$ cat config.mk
export PLATFORM = sky130hd
export DESIGN_NAME = bounded_lifo_stack
export DESIGN_NICKNAME = d
export VERILOG_FILES = /design/src/rtl/bls_pkg.sv /design/src/rtl/bls_ctrl.sv /design/src/rtl/bls_dp.sv /design/src/rtl/bounded_lifo_stack.sv
export SDC_FILE = /design/constraint.sdc
export NUM_CORES = 1
export LEC_CHECK = 0
export ABC_AREA = 1
export BUFFER_PORTS_ARGS = -buffer_cell sky130_fd_sc_hd__buf_2
export CORE_MARGIN = 1.5
export CORE_UTILIZATION = 30
export DETAILED_ROUTE_END_ITERATION = 12
export GPL_ROUTABILITY_DRIVEN = 0
export PLACE_DENSITY = 0.5
export SYNTH_ARGS = -nofsm -noshare
export SYNTH_HDL_FRONTEND = slang
export SYNTH_SLANG_ARGS = --single-unit
$ cat constraint.sdc
create_clock -name clk -period 4.9 [get_ports clk]
set_input_delay 0.245 -clock clk [delete_from_list [all_inputs] [get_ports clk]]
set_output_delay 0.245 -clock clk [all_outputs]
set_load 0.02 [all_outputs]
$ cat src/rtl/bls_pkg.sv
// ----------------------------------------------------------------------------
// bls_pkg
// Shared types, codes and constants for the bounded LIFO stack.
// ----------------------------------------------------------------------------
package bls_pkg;

  localparam int DATA_W    = 32;
  localparam int COUNT_W   = 4;
  localparam int DEPTH_DEF = 8;

  typedef logic [1:0]               op_t;
  typedef logic [1:0]               status_t;
  typedef logic signed [DATA_W-1:0] word_t;
  typedef logic [COUNT_W-1:0]       count_t;

  localparam op_t OP_PUSH = 2'd0;
  localparam op_t OP_POP  = 2'd1;
  localparam op_t OP_PEEK = 2'd2;
  localparam op_t OP_DUMP = 2'd3;

  localparam status_t ST_OK        = 2'd0;
  localparam status_t ST_OVERFLOW  = 2'd1;
  localparam status_t ST_UNDERFLOW = 2'd2;

  // Commands from the controller to the datapath.
  typedef struct packed {
    logic    push;      // write push_value at the top, count up
    logic    pop;       // count down
    logic    rd_top;    // read the top entry
    logic    rd_first;  // read the bottom entry, clear the index
    logic    rd_next;   // read the entry above the index, advance it
    logic    load;      // load the result register
    logic    use_rd;    // result data from the read port, else zero
    status_t status;
    logic    last;
  } cmd_t;

  // Status from the datapath to the controller.
  typedef struct packed {
    logic empty;
    logic full;
    logic idx_last;
    logic out_busy;
  } stat_t;

endpackage

$ cat src/rtl/bls_ctrl.sv
// ----------------------------------------------------------------------------
// bls_ctrl
// Sequencer for the bounded LIFO stack: decodes each transaction and steps
// reads and result loads in the datapath.
// ----------------------------------------------------------------------------
module bls_ctrl (
  input  logic           clk,
  input  logic           rst,
  input  logic           req_valid,
  output logic           req_stall,
  input  bls_pkg::op_t   operation,
  input  bls_pkg::stat_t stat,
  output bls_pkg::cmd_t  cmd
);
  import bls_pkg::*;

  localparam logic [1:0] S_IDLE = 2'd0;
  localparam logic [1:0] S_READ = 2'd1;
  localparam logic [1:0] S_DUMP = 2'd2;

  logic [1:0] state;
  logic [1:0] state_next;
  logic       accept;

  assign req_stall = !((state == S_IDLE) && !stat.out_busy);
  assign accept    = req_valid && !req_stall;

  always_comb begin
    state_next = state;
    cmd        = '0;
    cmd.status = ST_OK;
    case (state)
      S_IDLE: begin
        if (accept) begin
          cmd.last = 1'b1;
          case (operation)
            OP_PUSH: begin
              cmd.load = 1'b1;
              if (stat.full) begin
                cmd.status = ST_OVERFLOW;
              end else begin
                cmd.push = 1'b1;
              end
            end
            OP_POP, OP_PEEK: begin
              if (stat.empty) begin
                cmd.load   = 1'b1;
                cmd.status = ST_UNDERFLOW;
              end else begin
                cmd.rd_top = 1'b1;
                cmd.pop    = (operation == OP_POP);
                state_next = S_READ;
              end
            end
            default: begin
              if (stat.empty) begin
                cmd.load   = 1'b1;
                cmd.status = ST_UNDERFLOW;
              end else begin
                cmd.rd_first = 1'b1;
                state_next   = S_DUMP;
              end
            end
          endcase
        end
      end
      S_READ: begin
        if (!stat.out_busy) begin
          cmd.load   = 1'b1;
          cmd.use_rd = 1'b1;
          cmd.last   = 1'b1;
          state_next = S_IDLE;
        end
      end
      S_DUMP: begin
        if (!stat.out_busy) begin
          cmd.load   = 1'b1;
          cmd.use_rd = 1'b1;
          cmd.last   = stat.idx_last;
          if (stat.idx_last) begin
            state_next = S_IDLE;
          end else begin
            cmd.rd_next = 1'b1;
          end
        end
      end
      default: begin
        state_next = S_IDLE;
      end
    endcase
  end

  always_ff @(posedge clk) begin
    if (rst) begin
      state <= S_IDLE;
    end else begin
      state <= state_next;
    end
  end

endmodule

$ cat src/rtl/bls_dp.sv
// ----------------------------------------------------------------------------
// bls_dp
// Datapath for the bounded LIFO stack: entry memory, count, dump index and
// the result register.
// ----------------------------------------------------------------------------
module bls_dp #(
  parameter int DEPTH = bls_pkg::DEPTH_DEF
) (
  input  logic            clk,
  input  logic            rst,
  input  bls_pkg::cmd_t   cmd,
  output bls_pkg::stat_t  stat,
  input  bls_pkg::word_t  push_value,
  output logic            rsp_valid,
  input  logic            rsp_stall,
  output bls_pkg::word_t  data_out,
  output bls_pkg::status_t status,
  output bls_pkg::count_t held_count,
  output logic            is_empty,
  output logic            is_full,
  output logic            last_item
);
  import bls_pkg::*;

  localparam int AW = (DEPTH > 1) ? $clog2(DEPTH) : 1;
  localparam int CW = $clog2(DEPTH + 1);

  word_t          mem [DEPTH];
  word_t          rd_data;
  logic [CW-1:0]  count;
  logic [CW-1:0]  count_next;
  logic [AW-1:0]  idx;
  logic [AW-1:0]  top_addr;
  logic [AW-1:0]  rd_addr;
  logic           rd_en;

  assign top_addr = AW'(count - CW'(1));
  assign rd_en    = cmd.rd_top || cmd.rd_first || cmd.rd_next;

  always_comb begin
    rd_addr = top_addr;
    if (cmd.rd_first) begin
      rd_addr = '0;
    end else if (cmd.rd_next) begin
      rd_addr = idx + AW'(1);
    end
  end

  always_comb begin
    count_next = count;
    if (cmd.push) begin
      count_next = count + CW'(1);
    end else if (cmd.pop) begin
      count_next = count - CW'(1);
    end
  end

  // Entry memory: one write port, one registered read port.
  always_ff @(posedge clk) begin
    if (cmd.push) begin
      mem[AW'(count)] <= push_value;
    end
    if (rd_en) begin
      rd_data <= mem[rd_addr];
    end
  end

  always_ff @(posedge clk) begin
    if (rst) begin
      count <= '0;
    end else begin
      count <= count_next;
    end
  end

  always_ff @(posedge clk) begin
    if (cmd.rd_first) begin
      idx <= '0;
    end else if (cmd.rd_next) begin
      idx <= idx + AW'(1);
    end
  end

  // Result register.
  always_ff @(posedge clk) begin
    if (rst) begin
      rsp_valid <= 1'b0;
    end else if (cmd.load) begin
      rsp_valid <= 1'b1;
    end else if (!rsp_stall) begin
      rsp_valid <= 1'b0;
    end
  end

  always_ff @(posedge clk) begin
    if (cmd.load) begin
      data_out   <= cmd.use_rd ? rd_data : '0;
      status     <= cmd.status;
      held_count <= COUNT_W'(count_next);
      is_empty   <= (count_next == '0);
      is_full    <= (count_next == CW'(DEPTH));
      last_item  <= cmd.last;
    end
  end

  assign stat.empty    = (count == '0);
  assign stat.full     = (count == CW'(DEPTH));
  assign stat.idx_last = ((CW'(idx) + CW'(1)) == count);
  assign stat.out_busy = rsp_valid && rsp_stall;

endmodule

$ cat src/rtl/bounded_lifo_stack.sv
// ----------------------------------------------------------------------------
// bounded_lifo_stack
// Bounded last-in-first-out store of signed 32-bit words with push, pop,
// peek and dump operations.
// ----------------------------------------------------------------------------
// Each request transaction carries an operation and a push word. Push, and
// any request refused on a full or empty store, answers in the cycle after
// acceptance with one response transaction. Pop and peek go through the
// registered read port of the entry memory, then the response register.
// Dump reads the bottom word first, then answers with one response per held
// word, bottom first, one per cycle while rsp_stall holds none back; the
// final response of every request has last_item set. The block
// takes one request at a time: req_stall stays high from acceptance until
// the final response has been loaded, and also while a loaded response is
// held back by rsp_stall. Every response reports held_count, is_empty and
// is_full as they stand after the operation; data_out is 0 where no word
// is returned. A stalled response holds its fields until taken.
module bounded_lifo_stack #(
  parameter int DEPTH = bls_pkg::DEPTH_DEF
) (
  input  logic             clk,
  input  logic             rst,
  // request channel
  input  logic             req_valid,
  output logic             req_stall,
  input  bls_pkg::op_t     operation,
  input  bls_pkg::word_t   push_value,
  // response channel
  output logic             rsp_valid,
  input  logic             rsp_stall,
  output bls_pkg::word_t   data_out,
  output bls_pkg::status_t status,
  output bls_pkg::count_t  held_count,
  output logic             is_empty,
  output logic             is_full,
  output logic             last_item
);
  import bls_pkg::*;

  cmd_t  cmd;
  stat_t stat;

  // Decode requests and sequence reads and result loads.
  bls_ctrl u_ctrl (
    .clk       (clk),
    .rst       (rst),
    .req_valid (req_valid),
    .req_stall (req_stall),
    .operation (operation),
    .stat      (stat),
    .cmd       (cmd)
  );

  // Hold the entries, the count and the response register.
  bls_dp #(
    .DEPTH (DEPTH)
  ) u_dp (
    .clk        (clk),
    .rst        (rst),
    .cmd        (cmd),
    .stat       (stat),
    .push_value (push_value),
    .rsp_valid  (rsp_valid),
    .rsp_stall  (rsp_stall),
    .data_out   (data_out),
    .status     (status),
    .held_count (held_count),
    .is_empty   (is_empty),
    .is_full    (is_full),
    .last_item  (last_item)
  );

endmodule
After elaboration in Yosys (flattened, before gate mapping)

Memory sizes are Yosys's and may differ from the RTL's. A register that Yosys moved wholly into a read port is not among the register bits.
Cells that the tools add are included.

Bits in writable memories: 256
Output and inout bits: 43
Bits of input ports: 38
Memories: 1
Logic and storage cells: 84
Flip-flop bits (word level): 51

Equal/unequal tests: 14
Mux-type cells: 40
Reductions and logical operators: 15
Add/sub/neg operators: 4

Memories:

| memory   | depth | bits a word | rd ports | clocked after Yosys merged registers in | wr ports | line         | RTL |
|---|---|---|---|---|---|---|---|
| u_dp.mem | 8     | 32          | 1        | 1                                       | 1        | bls_dp.sv:28 | `word_t mem [DEPTH];` |

Operator list:

| cell                | number |
|---|---|
| $mux 2              | 11 |
| $mux 1              | 17 |
| $mux 4              | 4 |
| $mux 3              | 3 |
| $eq 4x4->1 const B  | 2 |
| $logic_not 4->1     | 2 |
| $ne 2x2->1 const B  | 4 |
| $ne 2x1->1 const B  | 3 |
| $pmux 1 s3          | 2 |
| $pmux 2 s3          | 1 |
| $reduce_and 6->1    | 1 |
| $add 3x1->4 const B | 1 |
| $add 4x1->4 const B | 1 |
| $eq 2x1->1 const B  | 2 |
| $eq 2x2->1 const B  | 2 |
| $eq 4x4->1          | 1 |
| $logic_not 2->1     | 2 |
| $pmux 2 s2          | 1 |
| $sub 4x1->4 const B | 1 |
| $add 3x1->3 const B | 1 |
| $logic_and 1x1->1   | 3 |
| $reduce_or 3->1     | 1 |
| $logic_not 1->1     | 2 |
| $logic_or 1x1->1    | 2 |
| 3 further kinds     | 3 |

Longest topological paths before layout

Depth after elaboration: 9
Mapped depth: 17
Gate-level depth less buffers: 15

Modules after synthesis

A second synthesis with hierarchy kept.

Cell total of the unflattened synthesis: 1443
Area total of the unflattened synthesis: 15098.2 µm²

Modules (own cells, without submodules):

| module   | cells each | instances | area an instance (µm²) | sequential area each (µm²) |
|---|---|---|---|---|
| bls_dp   | 1380       | 1         | 14710.4                | 10039.6 |
| bls_ctrl | 63         | 1         | 387.9                  | 40.0 |

Worst setup path before layout

OpenSTA, ideal clock, no wires.

Kind: reg2reg
Start: reg u_dp.count[0]
End: reg u_dp.rd_data[0], read port of u_dp.mem (enable)
Path buffers: 0
Required time: 4.367 ns
Library setup time: 0.533 ns
Path slack: -0.276 ns
Period minus slack after synthesis: 5.176 ns
Cell stages (with the launch flop): 6
Arrival: 4.643 ns
Cells stage by stage: dfxtp_1 inv_2 ha_1 nand3_2 inv_1 o311ai_0

Longest elaborated chain between the ends: 7
Elaborated cells on any way between the ends: 16
Those cells by class: add/sub (1); eq/ne (1); mux (11); reduce/logical (3)

Ends and longest elaborated chain:

| what                                    | line                           | RTL |
|---|---|---|
| start: declaration                      | bls_dp.sv:30                   | `logic [CW-1:0] count;` |
| start signal: assignment                | bls_dp.sv:72                   | `count <= count_next;` |
| $logic_not 4->1                         | bls_dp.sv:106                  | `assign stat.empty = (count == '0);` |
| $mux 2 / $mux 1 (equally long branches) | bls_ctrl.sv:46, bls_ctrl.sv:56 |  |
| $mux 2 / $mux 1 (equally long branches) | bls_ctrl.sv:36                 | `case (operation)` |
| $mux 4                                  | bls_ctrl.sv:34                 | `if (accept) begin` |
| $mux 4                                  | bls_ctrl.sv:32                 | `case (state)` |
| $logic_or 1x1->1                        | bls_dp.sv:38                   | `assign rd_en = cmd.rd_top \|\| cmd.rd_first \|\| cmd.rd_next;` |
| $logic_or 1x1->1 *                      | bls_dp.sv:38                   |  |
| named net u_dp.rd_en                    | bls_dp.sv:35                   | `logic rd_en;` |
| end: declaration                        | bls_dp.sv:29                   | `word_t rd_data;` |

The timed path passes the listed nets; every way through them passes the cells marked *.
A chain may end at the register's enable or synchronous reset.

Worst setup path after layout

Start: reg u_ctrl.state[0]
End: reg u_dp.rd_data[14], read port of u_dp.mem, data pin

Longest elaborated chain between the ends: 7
Elaborated cells on any way between the ends: 11
Those cells by class: eq/ne (1); mux (5); reduce/logical (5)

Ends and longest elaborated chain:

| what                           | line                           | RTL |
|---|---|---|
| start: declaration             | bls_ctrl.sv:21                 | `logic [1:0] state;` |
| start signal: assignment       | bls_ctrl.sv:97                 | `state <= state_next;` |
| $logic_not 2->1                | bls_ctrl.sv:25, bls_ctrl.sv:32 |  |
| $logic_and 1x1->1              | bls_ctrl.sv:25                 | `assign req_stall = !((state == S_IDLE) && !stat.out_busy);` |
| $logic_and 1x1->1              | bls_ctrl.sv:26                 | `assign accept = req_valid && !req_stall;` |
| $mux 4                         | bls_ctrl.sv:34                 |  |
| $mux 4                         | bls_ctrl.sv:32                 |  |
| $logic_or 1x1->1 (2 in series) | bls_dp.sv:38                   |  |

Parallel ways exist; a longest one is shown, timed or not.

==> impl_metrics.py <==
metrics = {
    "run_status": {
        "outcome": "finished, final reports clean",
    },
    "detailed_routing": {
        "vias_per_cell": 4.464,
        "wirelength_um": 36460,
        "final_antenna_net_count": 0,
        "routedWlPerCell_um": 16.59,
        "drt_pass1_iterations": 5,
        "first_iter_violations": 666,
        "vias": 9812,
        "drc_errors": 0,
    },
    "logic_synthesis": {
        "yosys.area.top_type": "edfxtp_1",
        "synthDominantCellAreaShare": 0.6639,
        "synth_area_sq_mm": 0.01488,
        "synth_edf_count": 329,
        "syn-instance-count": 1417,
        "synth_xor_area_frac": 0.002354,
        "synth_fa_ha_area_frac": 0.008408,
        "synth_seq_area_share": 0.6773,
        "synth_top_family_by_area": "simple AND/OR/NAND/NOR gates",
        "synth-compound-area-share": 0.009585,
        "synth.area.mux_share": 0,
        "yosys-top-cells-area": "edfxtp_1 (66%), nand3_1 (8.9%), inv_1 (7.9%), nand2_1 (7.3%), buf_2 (1.5%)",
        "async_reset_ff_frac": 0,
        "syn_area_per_cell_sq_um": 10.50,
        "synth-warning-count": 0,
        "synth_ff_type": "edfxtp_1",
        "syn_nets": 1465,
        "synth_simple_gate_area_frac": 0.1950,
        "yosys.cell_types.count": 30,
        "ys_ff_latch": 339,
    },
    "cts": {
        "cts_sinks": 339,
        "cts.clk_slew.worst_paths_ps": 60,
        "clk_latency_ps": 530,
        "post_cts_resized": 0,
        "cts_max_path_buffers": 3,
        "cts_tree": "done",
        "cts_buffers": 37,
        "htreeDepth": 2,
        "cts-root-buf": "clkbuf_16",
    },
    "timing": {
        "finalSetupViolCount": 0,
        "fin_skew_ps": 22.11,
        "slew_violations": 0,
        "clock.fmax_ghz": 0.2645,
        "finalSetupTns_ps": 0,
        "max_slew_margin": 0.2830,
        "final_hold_viol_count": 0,
        "tightestPinTransition_ps": 1073,
        "rsz0062_at_grt": "false",
        "min_period_ps": 3780,
        "layout_worst_path_cycle_share": 0.7715,
    },
    "hold_path": {
        "hp-class": "in -> reg",
        "worstHoldStart": "push_value[7]",
    },
    "floorplan": {
        "core_area_sq_mm": 0.04895,
        "core.rowCount": 81,
        "die_w_um": 225.7,
        "initial_core_util": 0.3040,
        "die-area_sq_mm": 0.05095,
        "die_h_um": 225.7,
        "io_pins": 81,
    },
    "place": {
        "placedCellCount": 2110,
        "dp_hpwl_um": 19650,
        "place.port_buffers": 80,
    },
    "final_layout": {
        "drive_gt1_frac": 0.1147,
        "fillers": 4862,
        "mostFrequentLayoutCell": "edfxtp_1",
        "syn2layout_area_growth_pct": 16.78,
        "final_cells": 2198,
        "diodes": 0,
        "nNetsFinal": 1555,
        "most-common-layout-cells": "edfxtp_1 (329), inv_1 (312), nand2_1 (287), nand3_1 (264), buf_2 (80)",
    },
    "setup_path": {
        "startpoint_type": "flip-flop",
        "end_kind": "flip-flop",
        "cp-startpoint": "u_ctrl.state[0]",
        "cp.required_ps": 5300,
        "path_class": "reg -> reg",
        "timing.rr.start": "u_ctrl.state[0]",
        "critPathArrivalTime_ps": 4180,
        "crit_fanout": 45,
    },
    "power_and_ir_drop": {
        "power_density_mw_per_mm2": 520.8,
        "peakVddDrop_mv": 0.3066,
        "p_leak_nw": 7.596,
    },
    "grt": {
        "grt_use_total": 0.1452,
        "grt_max_degree": 130,
        "gr-total-overflow": 0,
        "antenna_found_initial": 1,
        "grt_pass1_vias": 9649,
        "grt_first_pass_wirelength_um": 56390,
    },
    "run": {
        "cap_violations": 0,
    },
}
[what timing repair did]
action / in CTS / in global routing
buffers inserted: 0 / 0
hold endpoints to repair: 159 / 0
hold buffers: 22 / 0
[state kept, by name, indices dropped and copies added, names as in the netlist]
register	cells
u_dp.mem	256
u_dp.data_out	32
u_dp.rd_data	32
u_dp.count	4
u_dp.held_count	4
u_dp.idx	3
u_ctrl.state	2
u_dp.status	2
u_dp.is_empty	1
u_dp.is_full	1
u_dp.last_item	1
u_dp.rsp_valid	1
[synthesized netlist by cell type, drive strengths merged, types with 2 or more instances]
library cell / count
edfxtp: 329
inv: 318
nand2: 291
nand3: 268
buf: 62
nor2: 56
nand4: 35
dfxtp: 10
ha: 10
o21ai: 10
clkbuf: 8
a21oi: 7
xor2: 3
a211oi: 2
[power by group]
part	switching, mW	leakage [nW]	internal [mW]	total [mW]
registers	0.105	3.09	3.67	3.77
clock network	1.13	0.576	1.59	2.71
logic	1.88	3.93	0.691	2.57
total	3.11	7.60	5.94	9.05
[path summary, 6_finish.rpt]
path	endpoint	slack (ps)	depth (start not counted)
min reg2reg	u_dp.idx[1]	520	2
min	u_dp.mem[1][7]	20	1
max	u_dp.rd_data[14]	1120	12
max reg2reg	u_dp.rd_data[14]	1120	12
[cells by family after synthesis]
group | Yosys count
XOR/XNOR | 4
AO/OA/AOI/OAI | 24
AND/OR/NAND/NOR | 652
adder cells (fa/ha/maj) | 10
flip-flops | 339
buffers and inverters | 388
[metrics by stage]
step / worst slack [ps] / utilization / total power, mW / instance area, sq um / hold WS [ps]
floorplan: 1071 / - / 5.641 / 14880 / 317.4
global placement: 1245 / 0.3268 / 6.404 / 16000 / 497.1
detailed placement: 1153 / 0.3268 / 6.428 / 16000 / 505.6
CTS: 1108 / 0.3550 / 9.189 / 17380 / 0.2679
global route: 827.7 / 0.3550 / 9.582 / 17380 / 13.99
finish: 1120 / 0.3550 / 9.051 / 17380 / 21.49
[layout make-up]
class / instances / area [sq um] / area share
Clock inverter: 17 / 130.1 / 0.007487
Inverter: 318 / 1194 / 0.06868
Tap cell: 664 / 830.8 / 0.04780
Sequential cell: 339 / 10080 / 0.5800
Clock buffer: 49 / 1033 / 0.05947
Timing Repair Buffer: 121 / 788.3 / 0.04536
Multi-Input combinational cell: 690 / 3323 / 0.1912
[routing by layer]
layer  vias up  wire, um  GRT usage
met2       222     17410     0.2410
met4         2       651    0.03897
li1       4800         -          -
met1      4738     16580     0.1950
met3        50      1801    0.02563
met5         -        13          0
[worst max-delay path: stages, from the launching register on]
cell	delay, ps
dfxtp_1	350
inv_1	90
ha_1	270
nand3_1	290
nor2_1	150
inv_2	700
nand3_2	170
inv_2	810
buf_4	430
nand3_1	120
nand2_1	70
nand2_1	50
nand2_1	100
Power figures use the tool's default switching activity.
